<file path="config.mk">
export PLATFORM = sky130hd
export DESIGN_NAME = button_click_classifier_unit_flat
export DESIGN_NICKNAME = d
export VERILOG_FILES = /design/src/rtl/bcc_pkg.sv /design/src/rtl/bcc_if.sv /design/src/rtl/bcc_core.sv /design/src/rtl/button_click_classifier_unit.sv /design/src/flat_wrapper.sv
export SDC_FILE = /design/constraint.sdc
export NUM_CORES = 1
export LEC_CHECK = 0
export BUFFER_PORTS_ARGS = -buffer_cell sky130_fd_sc_hd__buf_2
export CORE_UTILIZATION = 40
export CTS_CLUSTER_DIAMETER = 120
export DETAILED_ROUTE_END_ITERATION = 12
export HOLD_SLACK_MARGIN = 0.05
export SETUP_SLACK_MARGIN = 0.2
export SLEW_MARGIN = 10
export SYNTH_ARGS = -nofsm -noshare
export SYNTH_HDL_FRONTEND = slang
export SYNTH_SLANG_ARGS = --single-unit
</file>
<file path="constraint.sdc">
create_clock -name clk -period 6.1 [get_ports clk]
set_input_delay 0.61 -clock clk [delete_from_list [all_inputs] [get_ports clk]]
set_output_delay 0.61 -clock clk [all_outputs]
set_load 0.02 [all_outputs]
</file>
<file path="src/rtl/bcc_pkg.sv">
`timescale 1ns / 1ps

package bcc_pkg;

	localparam int unsigned CfgIdxW = 2;
	localparam int unsigned CfgDataW = 16;
	localparam int unsigned StampW = 32;
	localparam int unsigned CountW = 8;

	localparam logic [CfgIdxW-1:0] REG_DEBOUNCE = 2'd0;
	localparam logic [CfgIdxW-1:0] REG_LONG_PRESS = 2'd1;
	localparam logic [CfgIdxW-1:0] REG_CLICK_INTERVAL = 2'd2;
	localparam logic [CfgIdxW-1:0] REG_MULTI_TARGET = 2'd3;

	localparam logic [15:0] DEBOUNCE_RESET = 16'd20;
	localparam logic [15:0] LONG_PRESS_RESET = 16'd1000;
	localparam logic [15:0] CLICK_INTERVAL_RESET = 16'd300;
	localparam logic [CountW-1:0] MULTI_TARGET_RESET = 8'd0;

	localparam logic [CountW-1:0] COUNT_MAX = 8'd255;
	localparam logic [CountW-1:0] COUNT_ONE = 8'd1;
	localparam logic [CountW-1:0] COUNT_TWO = 8'd2;

	typedef struct packed {
		logic [15:0]       debounce_ms;
		logic [15:0]       long_press_ms;
		logic [15:0]       click_interval_ms;
		logic [CountW-1:0] multi_click_target;
	} cfg_t;

	typedef struct packed {
		logic went_down;
		logic went_up;
		logic long_press;
		logic single_click;
		logic double_click;
		logic multi_click;
	} flags_t;

endpackage

</file>
<file path="src/rtl/bcc_if.sv">
`timescale 1ns / 1ps

interface bcc_in_if;
	logic        valid;
	logic        ready;
	logic        pressed;
	logic [31:0] now_ms;

	modport source (output valid, output pressed, output now_ms, input ready);
	modport sink (input valid, input pressed, input now_ms, output ready);
endinterface

interface bcc_out_if;
	logic valid;
	logic ready;
	logic went_down;
	logic went_up;
	logic long_press;
	logic single_click;
	logic double_click;
	logic multi_click;

	modport source (
		output valid, output went_down, output went_up, output long_press,
		output single_click, output double_click, output multi_click, input ready
	);
	modport sink (
		input valid, input went_down, input went_up, input long_press,
		input single_click, input double_click, input multi_click, output ready
	);
endinterface

</file>
<file path="src/rtl/bcc_core.sv">
`timescale 1ns / 1ps

module bcc_core import bcc_pkg::*; (
	input  logic              clk,
	input  logic              arst_n,
	input  logic              step,
	input  logic              pressed,
	input  logic [StampW-1:0] now_ms,
	input  cfg_t              cfg,
	output flags_t            flags
);

	logic              level_q;
	logic [StampW-1:0] change_stamp_q;
	logic [StampW-1:0] press_stamp_q;
	logic [StampW-1:0] click_stamp_q;
	logic [CountW-1:0] click_total_q;

	logic              edge_ok;
	logic              press_edge;
	logic              release_edge;
	logic              is_long;
	logic              is_click;
	logic [StampW-1:0] since_change;
	logic [StampW-1:0] since_press;
	logic [StampW-1:0] since_click;
	logic [CountW-1:0] total_next;

	always_comb begin
		since_change = now_ms - change_stamp_q;
		since_press = now_ms - press_stamp_q;
		since_click = now_ms - click_stamp_q;
		edge_ok = (pressed != level_q) && (since_change >= {16'd0, cfg.debounce_ms});
		press_edge = edge_ok && pressed;
		release_edge = edge_ok && !pressed;
		is_long = release_edge && (since_press >= {16'd0, cfg.long_press_ms});
		is_click = release_edge && !is_long;
		if (since_click > {16'd0, cfg.click_interval_ms}) begin
			total_next = COUNT_ONE;
		end else if (click_total_q == COUNT_MAX) begin
			total_next = COUNT_MAX;
		end else begin
			total_next = click_total_q + COUNT_ONE;
		end
		flags.went_down = press_edge;
		flags.went_up = release_edge;
		flags.long_press = is_long;
		flags.single_click = is_click && (total_next == COUNT_ONE);
		flags.double_click = is_click && (total_next == COUNT_TWO);
		flags.multi_click = is_click && (cfg.multi_click_target != '0)
			&& (total_next == cfg.multi_click_target);
	end

	always_ff @(posedge clk or negedge arst_n) begin
		if (!arst_n) begin
			level_q <= 1'b0;
			change_stamp_q <= '0;
			press_stamp_q <= '0;
			click_stamp_q <= '0;
			click_total_q <= '0;
		end else if (step && edge_ok) begin
			level_q <= pressed;
			change_stamp_q <= now_ms;
			if (press_edge) begin
				press_stamp_q <= now_ms;
			end
			if (is_click) begin
				click_stamp_q <= now_ms;
				click_total_q <= total_next;
			end
		end
	end

endmodule

</file>
<file path="src/rtl/button_click_classifier_unit.sv">
`timescale 1ns / 1ps
// An accepted sample word is registered in the input register, and its result word in the output register.
// Throughput is one word per cycle unless the result side stalls; the state update of one word completes
// in the same cycle that it leaves the input register.
// Reset clears the button state, the click run and both valid flags, and
// returns the four configuration registers to their default values.

module button_click_classifier_unit import bcc_pkg::*; (
	input  logic                clk,
	input  logic                arst_n,
	input  logic                cfg_we,
	input  logic [CfgIdxW-1:0]  cfg_index,
	input  logic [CfgDataW-1:0] cfg_wdata,
	bcc_in_if.sink              sample,
	bcc_out_if.source           result
);

	cfg_t              cfg_q;
	logic              valid_s1;
	logic              pressed_s1;
	logic [StampW-1:0] now_s1;
	logic              valid_s2;
	flags_t            flags_s2;
	flags_t            flags;
	logic              out_free;
	logic              advance;

	assign out_free = !valid_s2 || result.ready;
	assign advance = valid_s1 && out_free;
	assign sample.ready = !valid_s1 || out_free;

	always_ff @(posedge clk or negedge arst_n) begin
		if (!arst_n) begin
			cfg_q.debounce_ms <= DEBOUNCE_RESET;
			cfg_q.long_press_ms <= LONG_PRESS_RESET;
			cfg_q.click_interval_ms <= CLICK_INTERVAL_RESET;
			cfg_q.multi_click_target <= MULTI_TARGET_RESET;
		end else if (cfg_we) begin
			case (cfg_index)
				REG_DEBOUNCE: cfg_q.debounce_ms <= cfg_wdata;
				REG_LONG_PRESS: cfg_q.long_press_ms <= cfg_wdata;
				REG_CLICK_INTERVAL: cfg_q.click_interval_ms <= cfg_wdata;
				REG_MULTI_TARGET: cfg_q.multi_click_target <= cfg_wdata[CountW-1:0];
				default: ;
			endcase
		end
	end

	always_ff @(posedge clk or negedge arst_n) begin
		if (!arst_n) begin
			valid_s1 <= 1'b0;
			valid_s2 <= 1'b0;
		end else begin
			if (sample.ready) begin
				valid_s1 <= sample.valid;
			end
			if (out_free) begin
				valid_s2 <= valid_s1;
			end
		end
	end

	always_ff @(posedge clk) begin
		if (sample.ready && sample.valid) begin
			pressed_s1 <= sample.pressed;
			now_s1 <= sample.now_ms;
		end
		if (advance) begin
			flags_s2 <= flags;
		end
	end

	bcc_core u_core (
		.clk     (clk),
		.arst_n  (arst_n),
		.step    (advance),
		.pressed (pressed_s1),
		.now_ms  (now_s1),
		.cfg     (cfg_q),
		.flags   (flags)
	);

	assign result.valid = valid_s2;
	assign result.went_down = flags_s2.went_down;
	assign result.went_up = flags_s2.went_up;
	assign result.long_press = flags_s2.long_press;
	assign result.single_click = flags_s2.single_click;
	assign result.double_click = flags_s2.double_click;
	assign result.multi_click = flags_s2.multi_click;

endmodule

</file>
<file path="src/flat_wrapper.sv">
// flat-port wrapper written by rule: the top's interface ports become plain ports
module button_click_classifier_unit_flat import bcc_pkg::*;
  (clk, arst_n, cfg_we, cfg_index, cfg_wdata, sample_valid, sample_pressed, sample_now_ms, sample_ready, result_valid, result_went_down, result_went_up, result_long_press, result_single_click, result_double_click, result_multi_click, result_ready);
  bcc_in_if sample_i ();
  bcc_out_if result_i ();
  input  logic clk;
  input  logic arst_n;
  input  logic cfg_we;
  input  logic [CfgIdxW-1:0] cfg_index;
  input  logic [CfgDataW-1:0] cfg_wdata;
  input wire logic [$bits(sample_i.valid)-1:0] sample_valid;
  input wire logic [$bits(sample_i.pressed)-1:0] sample_pressed;
  input wire logic [$bits(sample_i.now_ms)-1:0] sample_now_ms;
  output wire logic [$bits(sample_i.ready)-1:0] sample_ready;
  output wire logic [$bits(result_i.valid)-1:0] result_valid;
  output wire logic [$bits(result_i.went_down)-1:0] result_went_down;
  output wire logic [$bits(result_i.went_up)-1:0] result_went_up;
  output wire logic [$bits(result_i.long_press)-1:0] result_long_press;
  output wire logic [$bits(result_i.single_click)-1:0] result_single_click;
  output wire logic [$bits(result_i.double_click)-1:0] result_double_click;
  output wire logic [$bits(result_i.multi_click)-1:0] result_multi_click;
  input wire logic [$bits(result_i.ready)-1:0] result_ready;
  assign sample_i.valid = sample_valid;
  assign sample_i.pressed = sample_pressed;
  assign sample_i.now_ms = sample_now_ms;
  assign sample_ready = sample_i.ready;
  assign result_valid = result_i.valid;
  assign result_went_down = result_i.went_down;
  assign result_went_up = result_i.went_up;
  assign result_long_press = result_i.long_press;
  assign result_single_click = result_i.single_click;
  assign result_double_click = result_i.double_click;
  assign result_multi_click = result_i.multi_click;
  assign result_i.ready = result_ready;
  button_click_classifier_unit u_core (.clk(clk), .arst_n(arst_n), .cfg_we(cfg_we), .cfg_index(cfg_index), .cfg_wdata(cfg_wdata), .sample(sample_i), .result(result_i));
endmodule
</file>
# After elaboration in Yosys (flattened, before gate mapping)
# Index checks and enable logic that the tools add are counted.
[totals] ff_bits=202 latch_bits=0 ram_bits=0 romBits=0 inputBits=56 output_inout_bits=8 word_cells=62 memories=0
[classes] add_sub_neg=4 multipliers=0 n_div=0 magnitude_cmp=3 n_eq_ne=8 n_shift=0 n_mux=2 bitwise=0 reduce_logical=26
[ops] operator="$sub 32x32->32" n=3
[ops] operator="$ge 32x16->1" n=2
[ops] operator="$gt 32x16->1" n=1
[ops] operator="$mux 8" n=2
[ops] operator="$logic_and 1x1->1" n=12
[ops] operator="$reduce_and 2->1" n=6
[ops] operator="$add 8x1->8 const B" n=1
[ops] operator="$eq 8x1->1 const B" n=1
[ops] operator="$eq 8x2->1 const B" n=1
[ops] operator="$eq 8x8->1" n=1
[ops] operator="$eq 8x8->1 const B" n=1
[ops] operator="$reduce_bool 8->1" n=1
[ops] operator="$eq 2x2->1 const B" n=2
[ops] operator="$logic_not 1->1" n=4
[ops] operator="$eq 2x1->1 const B" n=1
[ops] operator="$logic_not 2->1" n=1
[ops] operator="$logic_or 1x1->1" n=2
[ops] operator="$ne 1x1->1" n=1

# Longest topological paths before layout
# Gate-level depths: netlist (run 1).
[logic_depth] word_depth=9 mapped_depth=25 ltp_nobuf=23

# Modules after synthesis
# Synthesis (run 1) repeated with hierarchy kept, for this count alone.
[hier_totals] hier_cells=1636 hier_area_um2=15443.6
[by_module_without_submodules] module="bcc_core" instances=1 cells_per_inst=1470 area_each_um2=12060.3 seq_area_each_um2=2627.5
[by_module_without_submodules] module="button_click_classifier_unit" instances=1 cells_per_inst=166 area_each_um2=3383.2 seq_area_each_um2=2637.5

# Worst setup path before layout (run 1)
# No wires, ideal clock.
[synth_path] path_kind="register to register" from="register u_core.now_s1[1]" to="register u_core.flags_s2 (netlist bit u_core.result.multi_click) (data pin)" setup_ns=0.158 t_arrival_ns=5.044 t_required_ns=5.942 setup_slack_ns=0.898 path_stages_with_launch=20 n_path_buf=0 period_less_slack_ns=5.202 path_cell_list="edfxtp_1 > inv_1 > fa_1 > nor2b_1 > o2111ai_1 > a211oi_1 > nor2_1 > xnor2_1 > ha_1 > nand4_1 > nor2_1 > a221o_1 > a211oi_1 > a21oi_1 > or4_1 > or4_4 > nor4b_4 > mux2_2 > a211o_1 > a211oi_2"
[synth_lines] item="start, declared" line_no="button_click_classifier_unit.sv:21" source="logic [StampW-1:0] now_s1;"
[synth_lines] item="start signal, assigned" line_no="button_click_classifier_unit.sv:66" source="now_s1 <= sample.now_ms;"
[synth_lines] item="end signal, assigned" line_no="button_click_classifier_unit.sv:69" source="flags_s2 <= flags;"
[synth_lines] item="end, declared" line_no="button_click_classifier_unit.sv:23" source="flags_t flags_s2;"

==> results.toml, run 1 <==
[power_and_ir_drop]
p_seq_share_pct = 28.4
clkPwrFrac_pct = 25.9
p_total_mw = 6.31
p_per_area_nw_per_um2 = 372
p_leak_nw = 7.76
peakVddDrop_uv = 238
pwr-share-comb_pct = 45.7
p_sw_share_pct = 38.4
p_sw_mw = 2.42
intPower_mw = 3.89

[clocking]
cts_inserted_buffers = 26
clock_latency_ns = 0.57
clk_path_buf_depth = 3
holdBufCountCts = 0
ctsHtreeMaxLevel = 1
numClockSinks = 202
cts_tree = "built"
root_buffer = "clkbuf_16"
path_clk_slew_ns = 0.06

[floorplan]
num_rows = 70
die-width_microns = 196
die_area_sq_um = 38500
die_h_microns = 196
core_area_sq_um = 36900
start_util_pct = 40.9
io_pins = 64

[final_layout]
diodes = 0
syn2layout_area_growth_pct = 12.5
finalNonFillerCells = 2243
layout-drive-gt1-share_pct = 16.4
fin_nets = 1920

[logic_synthesis]
synth_ff_type = "dfrtp_1"
synth_nets = 1864
synth_top_cell_by_area = "dfrtp_1"
yosysWarningCount = 0
synth-edff-count = 39
ys_top_cells_by_area = "dfrtp_1 (25%), ha_1 (12%), edfxtp_1 (7.8%)"
ys_types = 81
ys_seq_area_share_pct = 34.9
yosys.area.top_type_share_pct = 25.1
async_reset_ff_share_pct = 80.7
syn_inst = 1663
avgSynthCellArea_sq_um = 9.07
ys_ff_latch = 202
synthesis.area_sq_um = 15100

[place]
place_inst = 2193
hpwl_microns = 32100
place.gp.congestion = 0.937
io_buffer_count = 63

[sta]
rsz0062_at_grt = "false"
min_period_over_period_pct = 91.4
fmax_mhz = 179
skew_ns = 0.0317
period_needed_ns = 5.57
hold_viol = 0
fin_tns_setup_ns = 0
maxSlewHeadroom_pct = 28.0
drv_slew = 0
hold_ws_ns = 0.126
setup_viol = 0
worst_slew_pin_slew_ns = 1.08

[drt]
antenna_left = 0
post_drt_wl_per_cell_microns = 18.3
wirelength_microns = 41100
viasPerCell = 5.57
dr.pass1.iters = 5
vias = 12500
drt_iter0_drc = 818
drcViolationCount = 0

[run_status]
status = "completed"

[critical_path]
arrival_ns = 5.97
endpoint_kind = "flop"
crit_fanout = 4
criticalPathCategory = "flop to flop"
cp-start-kind = "flop"
cp.required_ns = 6.50

[global_routing]
grt_pass1_vias = 12100
overflow = 0
grt_usage_pct = 21.5
grt_pass1_wl_microns = 65600
grt_max_degree = 89
grt_antenna_before_repair = 0

[min_path]
min-delay-path-class = "primary input to asynchronous set/reset pin"

[flow_run]
maxCapViolCount = 0
sequential cells by signal (all words and copies together), names as in the netlist:
register,count
u_core.cfg_q,56
u_core.now_s1,32
u_core.u_core.change_stamp_q,32
u_core.u_core.click_stamp_q,32
u_core.u_core.press_stamp_q,32
u_core.u_core.click_total_q,8
u_core.pressed_s1,1
u_core.result.double_click,1
u_core.result.long_press,1
u_core.result.multi_click,1
u_core.result.single_click,1
u_core.result.valid,1
u_core.result.went_down,1
u_core.result.went_up,1
u_core.u_core.level_q,1
u_core.valid_s1,1
per-stage QoR:
step | setup slack (ns) | util (%) | cell area (sq um)
3_3_place_gp | 0.421 | 43.4 | 16000
3_5_place_dp | 0.366 | 43.4 | 16000
5_1_grt | 0.189 | 46.0 | 17000
4_1_cts | 0.336 | 45.9 | 16900
6_report | 0.527 | 46.0 | 17000
2_1_floorplan | 0.898 | - | 15100
cell usage in the layout, fill, tap and decap left out, types with 62 or more instances in the layout:
master	n
ha_1	142
a21oi_1	115
inv_1	166
nand2_1	134
buf_2	62
o21ai_0	117
mux2_2	104
nand3_1	69
dfrtp_1	151
nor2_1	70
kinds of logic after synthesis:
logic type / Yosys count / synth area share [%]
fa+ha+maj: 145 / 12.2
flops: 202 / 34.9
mux: 118 / 8.72
simple gates: 454 / 15.5
compound gates: 440 / 18.3
buf+inv: 225 / 5.78
xor+xnor: 79 / 4.59
critical path, cell delays in order (launching register included):
cell	delay, ns
edfxtp_1	0.38
inv_1	0.11
ha_1	0.22
fa_1	0.40
nor2b_1	0.21
o2111ai_2	0.19
a211oi_1	0.39
nor2_1	0.10
xnor2_1	0.14
ha_1	0.27
nand4_1	0.12
nor2_1	0.06
a221o_1	0.31
a211oi_1	0.17
a21oi_1	0.07
or4_1	0.52
or4_4	0.56
nor4b_4	0.37
mux2_2	0.38
a211o_1	0.28
a211oi_2	0.15
routing by layer:
layer	global-route usage [%]	part of all wire, %	vias up
li1	-	-	6130
met1	29.7	48	6040
met2	35.0	45	252
met3	2.60	4.3	80
met4	6.80	2.9	0
met5	0	0	-
power by group through the flow:
stage	Clock (mW)	Sequential, mW	Combinational [mW]
floorplan	0	1.76	2.18
global placement	0	1.80	2.82
global route	1.74	1.82	3.23
finish	1.63	1.79	2.88
CTS	1.68	1.79	2.87
detailed placement	0	1.81	2.85
area by class of cell:
class                      count  area (sq um)
fill                        3582         19900
clock inverter                14           173
clock buffer                  34           763
sequential                   202          5270
multi-input combinational   1236          8980
tap                          504           631
inverter                     167           627
timing repair buffer          86           523
synth_stat cells (10+ instances only):
library cell	instances
buf_2	16
o21ai_1	12
nor2_1	70
edfxtp_1	39
a31oi_1	20
nor3_1	28
nand2_1	134
xor2_1	22
and2_1	11
xnor2_1	57
mux2i_1	11
inv_1	167
ha_1	142
a21o_1	43
a21oi_1	117
nor4_1	18
nand4_1	23
nand3_1	69
dfrtp_1	151
o21ai_0	117
dfstp_2	12
mux2_2	104
clkbuf_1	40
and3_1	20
o211ai_1	15
nand2b_1	18
o21a_1	19
nor2b_1	14
o21bai_1	10
a211oi_1	12
worst paths after layout:
check                            startpoint                              end  slack [ns]  cells after the start
setup / recovery           u_core.now_s1[0]        u_core.result.multi_click        0.53                     20
hold / removal                       arst_n  u_core.u_core.change_stamp_q[5]        0.13                      1
setup reg to reg           u_core.now_s1[0]        u_core.result.multi_click        0.53                     20
hold reg to reg             u_core.valid_s1              u_core.result.valid        0.50                      1
max in group asynchronous            arst_n  u_core.u_core.press_stamp_q[27]        4.44                      2
min in group clk           sample_now_ms[8]                 u_core.now_s1[8]        0.22                      1
repair_timing:
action | CTS | global route
endpoints found under the hold margin | 0 | 0
setup buffers | 0 | 2
gates resized for setup | 0 | 6
endpoints found under the setup margin | 0 | 65
Note: power is estimated with default switching activity, not from simulation.
==> run 2, diff against run 1 <==
Clock period 6.1 ns to 5.65 ns, I/O delays scaled along.
==> run 2 against run 1 <==
Compared with the run above: worst setup slack got worse by 0.24 ns; flip-flop and latch count unchanged; total power increased by 7.5%; worst hold slack improved by 0.059 ns; critical path type unchanged; largest cell class unchanged; largest power group unchanged.
==> results.toml, run 2 (synthesized netlist as in run 1, its figures left out) <==
[run_status]
status = "completed"

[clocking]
clock_latency_ns = 0.56
ctsHtreeMaxLevel = 1
numClockSinks = 202
cts_inserted_buffers = 25
clk_path_buf_depth = 3
root_buffer = "clkbuf_16"
path_clk_slew_ns = 0.06
cts_tree = "built"

[sta]
drv_slew = 0
rsz0062_at_grt = "true"
period_needed_ns = 5.36
setup_viol = 0
hold_viol = 0
skew_ns = 0.0134
fin_tns_setup_ns = 0
min_period_over_period_pct = 94.9
worst_slew_pin_slew_ns = 0.987
fmax_mhz = 187
maxSlewHeadroom_pct = 34.2

[final_layout]
finalNonFillerCells = 2280
fin_nets = 1958
nFillCells = 3497
layout_common_cells = "inv_1 (166), dfrtp_1 (151), ha_1 (135), nand2_1 (131), a21oi_1 (108)"
syn2layout_area_growth_pct = 15.9
multiInputGateArea_sq_um = 9200
layout-drive-gt1-share_pct = 20.0
diodes = 0
largest-register = "u_core.cfg_q"
regArea_sq_um = 5270
largest_register_ff_count = 56
layout_commonest_cell = "inv_1"
fin_area_sq_um = 17500

[global_routing]
overflow = 0
grt_pass1_vias = 12300
grt_antenna_before_repair = 0
grt_pass1_wl_microns = 66000
grt_max_degree = 70
grt_usage_pct = 21.6

[drt]
drcViolationCount = 0
dr.pass1.iters = 5
post_drt_wl_per_cell_microns = 18.6
viasPerCell = 5.63
antenna_left = 0
vias = 12800
wirelength_microns = 42400
drt_iter0_drc = 779

[floorplan]
num_rows = 70
start_util_pct = 40.9
die_h_microns = 196
die-width_microns = 196
die_area_sq_um = 38500
io_pins = 64
core_area_sq_um = 36900

[critical_path]
criticalPathCategory = "flop to flop"
crit_fanout = 4
arrival_ns = 5.75
cpMostUsedCell = "buf_4"
cp-start-kind = "flop"
cp_num_buf_inv = 7
slowest_stage = "or4_1"
endpoint_kind = "flop"
slowest_delay_ns = 0.56
cp.required_ns = 6.04
crit_family = "simple AND/OR/NAND/NOR gates"

[min_path]
min-delay-path-class = "primary input to flop"

[place]
io_buffer_count = 63
placed_area_sq_um = 16200
place.gp.congestion = 0.918
hpwl_microns = 32300
place_inst = 2216

[power_and_ir_drop]
clkPwrFrac_pct = 23.6
p_sw_mw = 2.68
peakVddDrop_uv = 267
p_seq_share_pct = 28.3
p_sw_share_pct = 39.5
p_leak_nw = 7.96
p_per_area_nw_per_um2 = 388
pwr-share-comb_pct = 48.1
intPower_mw = 4.10

[flow_run]
maxCapViolCount = 0
==> run 2: repair_timing <==
action                                  4_1_cts  5_1_grt
setup buffers                                 5       10
gates cloned                                  0        2
endpoints found under the setup margin      107      107
gates resized for setup                       9       63
endpoints found under the hold margin        32        0
pin swaps                                     5       40
hold buffers                                  1        0
==> run 2: worst paths after layout <==
path,startpoint,endpoint,slack (ns),cells after the start
max in group asynchronous,arst_n,u_core.u_core.press_stamp_q[21],3.88,3
worst max-delay path,u_core.now_s1[0],u_core.result.multi_click,0.29,25
worst min register to register,u_core.valid_s1,u_core.result.valid,0.50,1
worst max register to register,u_core.now_s1[0],u_core.result.multi_click,0.29,25
worst min-delay path,sample_now_ms[20],u_core.now_s1[20],0.19,1
min in group asynchronous,arst_n,u_core.cfg_q[45],0.60,2
==> run 2: per-stage QoR <==
step | power (mW) | hold WS (ns) | setup slack (ns) | util, %
2_1_floorplan | 4.25 | 0.269 | 0.448 | -
3_3_place_gp | 4.98 | 0.473 | -0.137 | 43.9
3_5_place_dp | 5.03 | 0.486 | -0.196 | 43.9
4_1_cts | 6.70 | 0.164 | 0.222 | 46.4
5_1_grt | 7.27 | 0.164 | 0.0703 | 47.4
6_report | 6.78 | 0.186 | 0.288 | 47.4
==> run 2: power groups by stage <==
stage / registers (mW) / clock network [mW] / logic, mW
after detailed placement: 1.94 / 0 / 3.09
final: 1.92 / 1.60 / 3.26
after CTS: 1.92 / 1.65 / 3.14
after global routing: 1.95 / 1.70 / 3.62
after global placement: 1.93 / 0 / 3.05
after floorplan: 1.90 / 0 / 2.35
==> run 2: metal layers <==
| layer | vias up | global-route usage, % | share of wire (%) |
|---|---|---|---|
| met2 | 319 | 35.2 | 46 |
| met4 | 0 | 6.83 | 2.5 |
| met1 | 6254 | 30.2 | 48 |
| met3 | 67 | 2.27 | 4.0 |
| li1 | 6192 | - | - |
| met5 | - | 0 | 0 |
==> run 2: area by class of cell <==
cell class	count	share of cell area, %
clock inverter	15	0.780
clock buffer	31	3.94
sequential	202	30.1
timing repair buffer	125	5.30
multi-input combinational	1236	52.7
tap	504	3.61
inverter	167	3.59
==> run 2: worst register-to-register path, cell delays in order (launching register included) <==
cell and delay [ns]:
edfxtp_1 0.42, inv_2 0.11, buf_4 0.14, ha_4 0.12
inv_1 0.05, fa_2 0.38, a21o_1 0.23, a31oi_2 0.21
buf_4 0.18, nor3_1 0.07, nor2_1 0.20, xnor2_1 0.10
ha_1 0.31, nor2b_1 0.14, o21ai_1 0.20, o21ai_1 0.11
or4_1 0.56, nor4_2 0.20, buf_4 0.17, nand4_1 0.11
nor4_2 0.29, buf_4 0.15, nand4_1 0.12, buf_4 0.22
a211o_1 0.27, a211oi_2 0.15
==> run 3, diff against run 2 <==
Settings changed: ABC_AREA set to 1.
==> run 3 against run 2 <==
Compared with the run above: the flow now finishes with violations (DRC); sequential share of layout area shrank 1.6 points; cell count grew 40%; count of clock-buffer cells in the layout grew 8; first-iteration DRC count grew 39%; worst hold slack lost 0.14 ns; die area grew 11%; utilization shrank 2.5 points; highest routed layer unchanged.
==> results.toml, run 3 <==
[drt]
wirelength_microns = 54500
dr.pass1.iters = 9
viasPerCell = 4.98
post_drt_wl_per_cell_microns = 17.1
drcViolationCount = 1
antenna_left = 0
vias = 15900
drt_iter0_drc = 1086

[run_status]
status = "finished, violations left"
violations = "DRC"

[place]
placed_area_sq_um = 17600
dp_slack_ns = 0.927
io_buffer_count = 63
hpwl_microns = 44700
place.gp.congestion = 0.980

[clocking]
path_clk_slew_ns = 0.06
root_buffer = "clkbuf_16"
cts_tree = "built"
clk_path_buf_depth = 3
ctsHtreeMaxLevel = 1
ctsResizeCount = 0
cts_inserted_buffers = 25
cts_setup_buffers = 0
clock_latency_ns = 0.55
holdBufCountCts = 0
numClockSinks = 202

[sta]
setup_viol = 0
maxSlewHeadroom_pct = 35.0
fin_tns_setup_ns = 0
fmax_mhz = 213
period_needed_ns = 4.68
hold_viol = 0
skew_ns = 0.0279
worst_slew_pin_slew_ns = 0.972
drv_slew = 0
worst_slack_ns = 0.966
rsz0062_at_grt = "false"
min_period_over_period_pct = 82.9

[logic_synthesis]
avgSynthCellArea_sq_um = 6.51
ys_seq_area_share_pct = 31.3
async_reset_ff_share_pct = 80.7
synth_nets = 2781
synth.most_common_cell = "nand2_1"
yosys.area.top_type_share_pct = 22.5
syn_inst = 2580
yosysWarningCount = 0
synth_common_cells = "nand2_1 (908), inv_1 (513), nor2_1 (174)"
ys_top_cells_by_area = "dfrtp_1 (22%), nand2_1 (20%), inv_1 (11%)"
synth_top_cell_by_area = "dfrtp_1"
ys_types = 50
synthesis.area_sq_um = 16800
ys_ff_latch = 202
synth-edff-count = 39
synth_ff_type = "dfrtp_1"

[final_layout]
syn2layout_area_growth_pct = 9.83
fin_nets = 2839
largest_register_ff_count = 56
layout_commonest_cell = "nand2_1"
layout_common_cells = "nand2_1 (906), inv_1 (513), nor2_1 (174), dfrtp_1 (151)"
fin_area_sq_um = 18400
largest-register = "u_core.cfg_q"
layout-drive-gt1-share_pct = 7.23
diodes = 0

[global_routing]
grt_antenna_before_repair = 0
overflow = 0
grt_pass1_vias = 15500
grt_pass1_wl_microns = 85400
grt_usage_pct = 26.3
grt_max_degree = 86

[floorplan]
io_pins = 64
core_area_sq_um = 41100
num_rows = 74
die_area_sq_um = 42800
start_util_pct = 40.9
die-width_microns = 207
die_h_microns = 207

[critical_path]
arrival_ns = 5.10
cp_num_buf_inv = 4
slowest_stage = "inv_2"
cp.required_ns = 6.07
path_cells = "inv_1 -> ha_1 -> inv_1 -> fa_1 -> nand3_1 -> nand3b_1 -> xor2_1 -> ha_1 -> inv_1 -> o31a_1 -> nand2_1 -> nand2_1 -> nand3_1 -> nor2_1 -> nand2_1 -> nor2_4 -> nand2_1 -> nand2_2 -> inv_2 -> nand2_4 -> nand2_1 -> nand2_1"
criticalPathCategory = "flop to flop"
endpoint_kind = "flop"
crit_fanout = 42
cpMostUsedCell = "nand2_1"
slowest_delay_ns = 0.63
cp-start-kind = "flop"
crit_family = "simple AND/OR/NAND/NOR gates"

[min_path]
min-delay-path-class = "primary input to asynchronous set/reset pin"

[power_and_ir_drop]
peakVddDrop_uv = 279
p_leak_nw = 10.4
p_total_mw = 8.31
p_per_area_nw_per_um2 = 450

[flow_run]
maxCapViolCount = 0
-- run 3: kinds of logic (layout without fill, tap and decap cells) --
family          Yosys count  in the layout  share of synthesized area [%]
simple gates           1350           1350                           33.6
buf+inv                 579            656                           13.6
compound gates          257            257                           8.08
flops                   202            202                           31.3
fa+ha+maj               145            145                           10.9
xor+xnor                 47             47                           2.45
-- run 3: power breakdown --
group / switching [mW] / internal [mW] / leakage, nW
clock network: 0.663 / 1.02 / 0.419
logic: 3.03 / 1.55 / 7.57
registers: 0.234 / 1.82 / 2.44
-- run 3: worst paths after layout --
kind	slack, ns	end	startpoint	cells after the start
max	0.97	u_core.u_core.click_stamp_q[13]	u_core.now_s1[0]	22
min	0.05	u_core.cfg_q[0]	arst_n	1
min reg2reg	0.47	u_core.u_core.click_stamp_q[12]	u_core.u_core.click_stamp_q[12]	2
max in group asynchronous	4.46	u_core.cfg_q[46]	arst_n	2
min in group clk	0.19	u_core.now_s1[11]	sample_now_ms[11]	1
max reg2reg	0.97	u_core.u_core.click_stamp_q[13]	u_core.now_s1[0]	22
-- run 3: layout make-up --
| class | instances | area, sq um |
|---|---|---|
| Clock buffer | 39 | 759 |
| Fill cell | 4373 | 22700 |
| Sequential cell | 202 | 5270 |
| Clock inverter | 7 | 98.8 |
| Multi-Input combinational cell | 1799 | 9260 |
| Tap cell | 532 | 666 |
| Inverter | 540 | 2030 |
| Timing Repair Buffer | 70 | 374 |
-- run 3: routing by layer --
metal | GRT usage (%) | wire length, microns
met4 | 8.97 | 1830
met3 | 3.56 | 3070
met5 | 0 | 0
met2 | 42.7 | 24700
met1 | 35.7 | 24900
-- run 3: per-stage QoR --
| stage | cells | hold slack (ns) | utilization, % |
|---|---|---|---|
| after floorplan | 2580 | 0.269 | - |
| after global placement | 3143 | 0.460 | 42.8 |
| after detailed placement | 3143 | 0.458 | 42.8 |
| after CTS | 3189 | 0.114 | 44.9 |
| after global routing | 3189 | 0.114 | 44.9 |
| final | 3189 | 0.0490 | 44.9 |
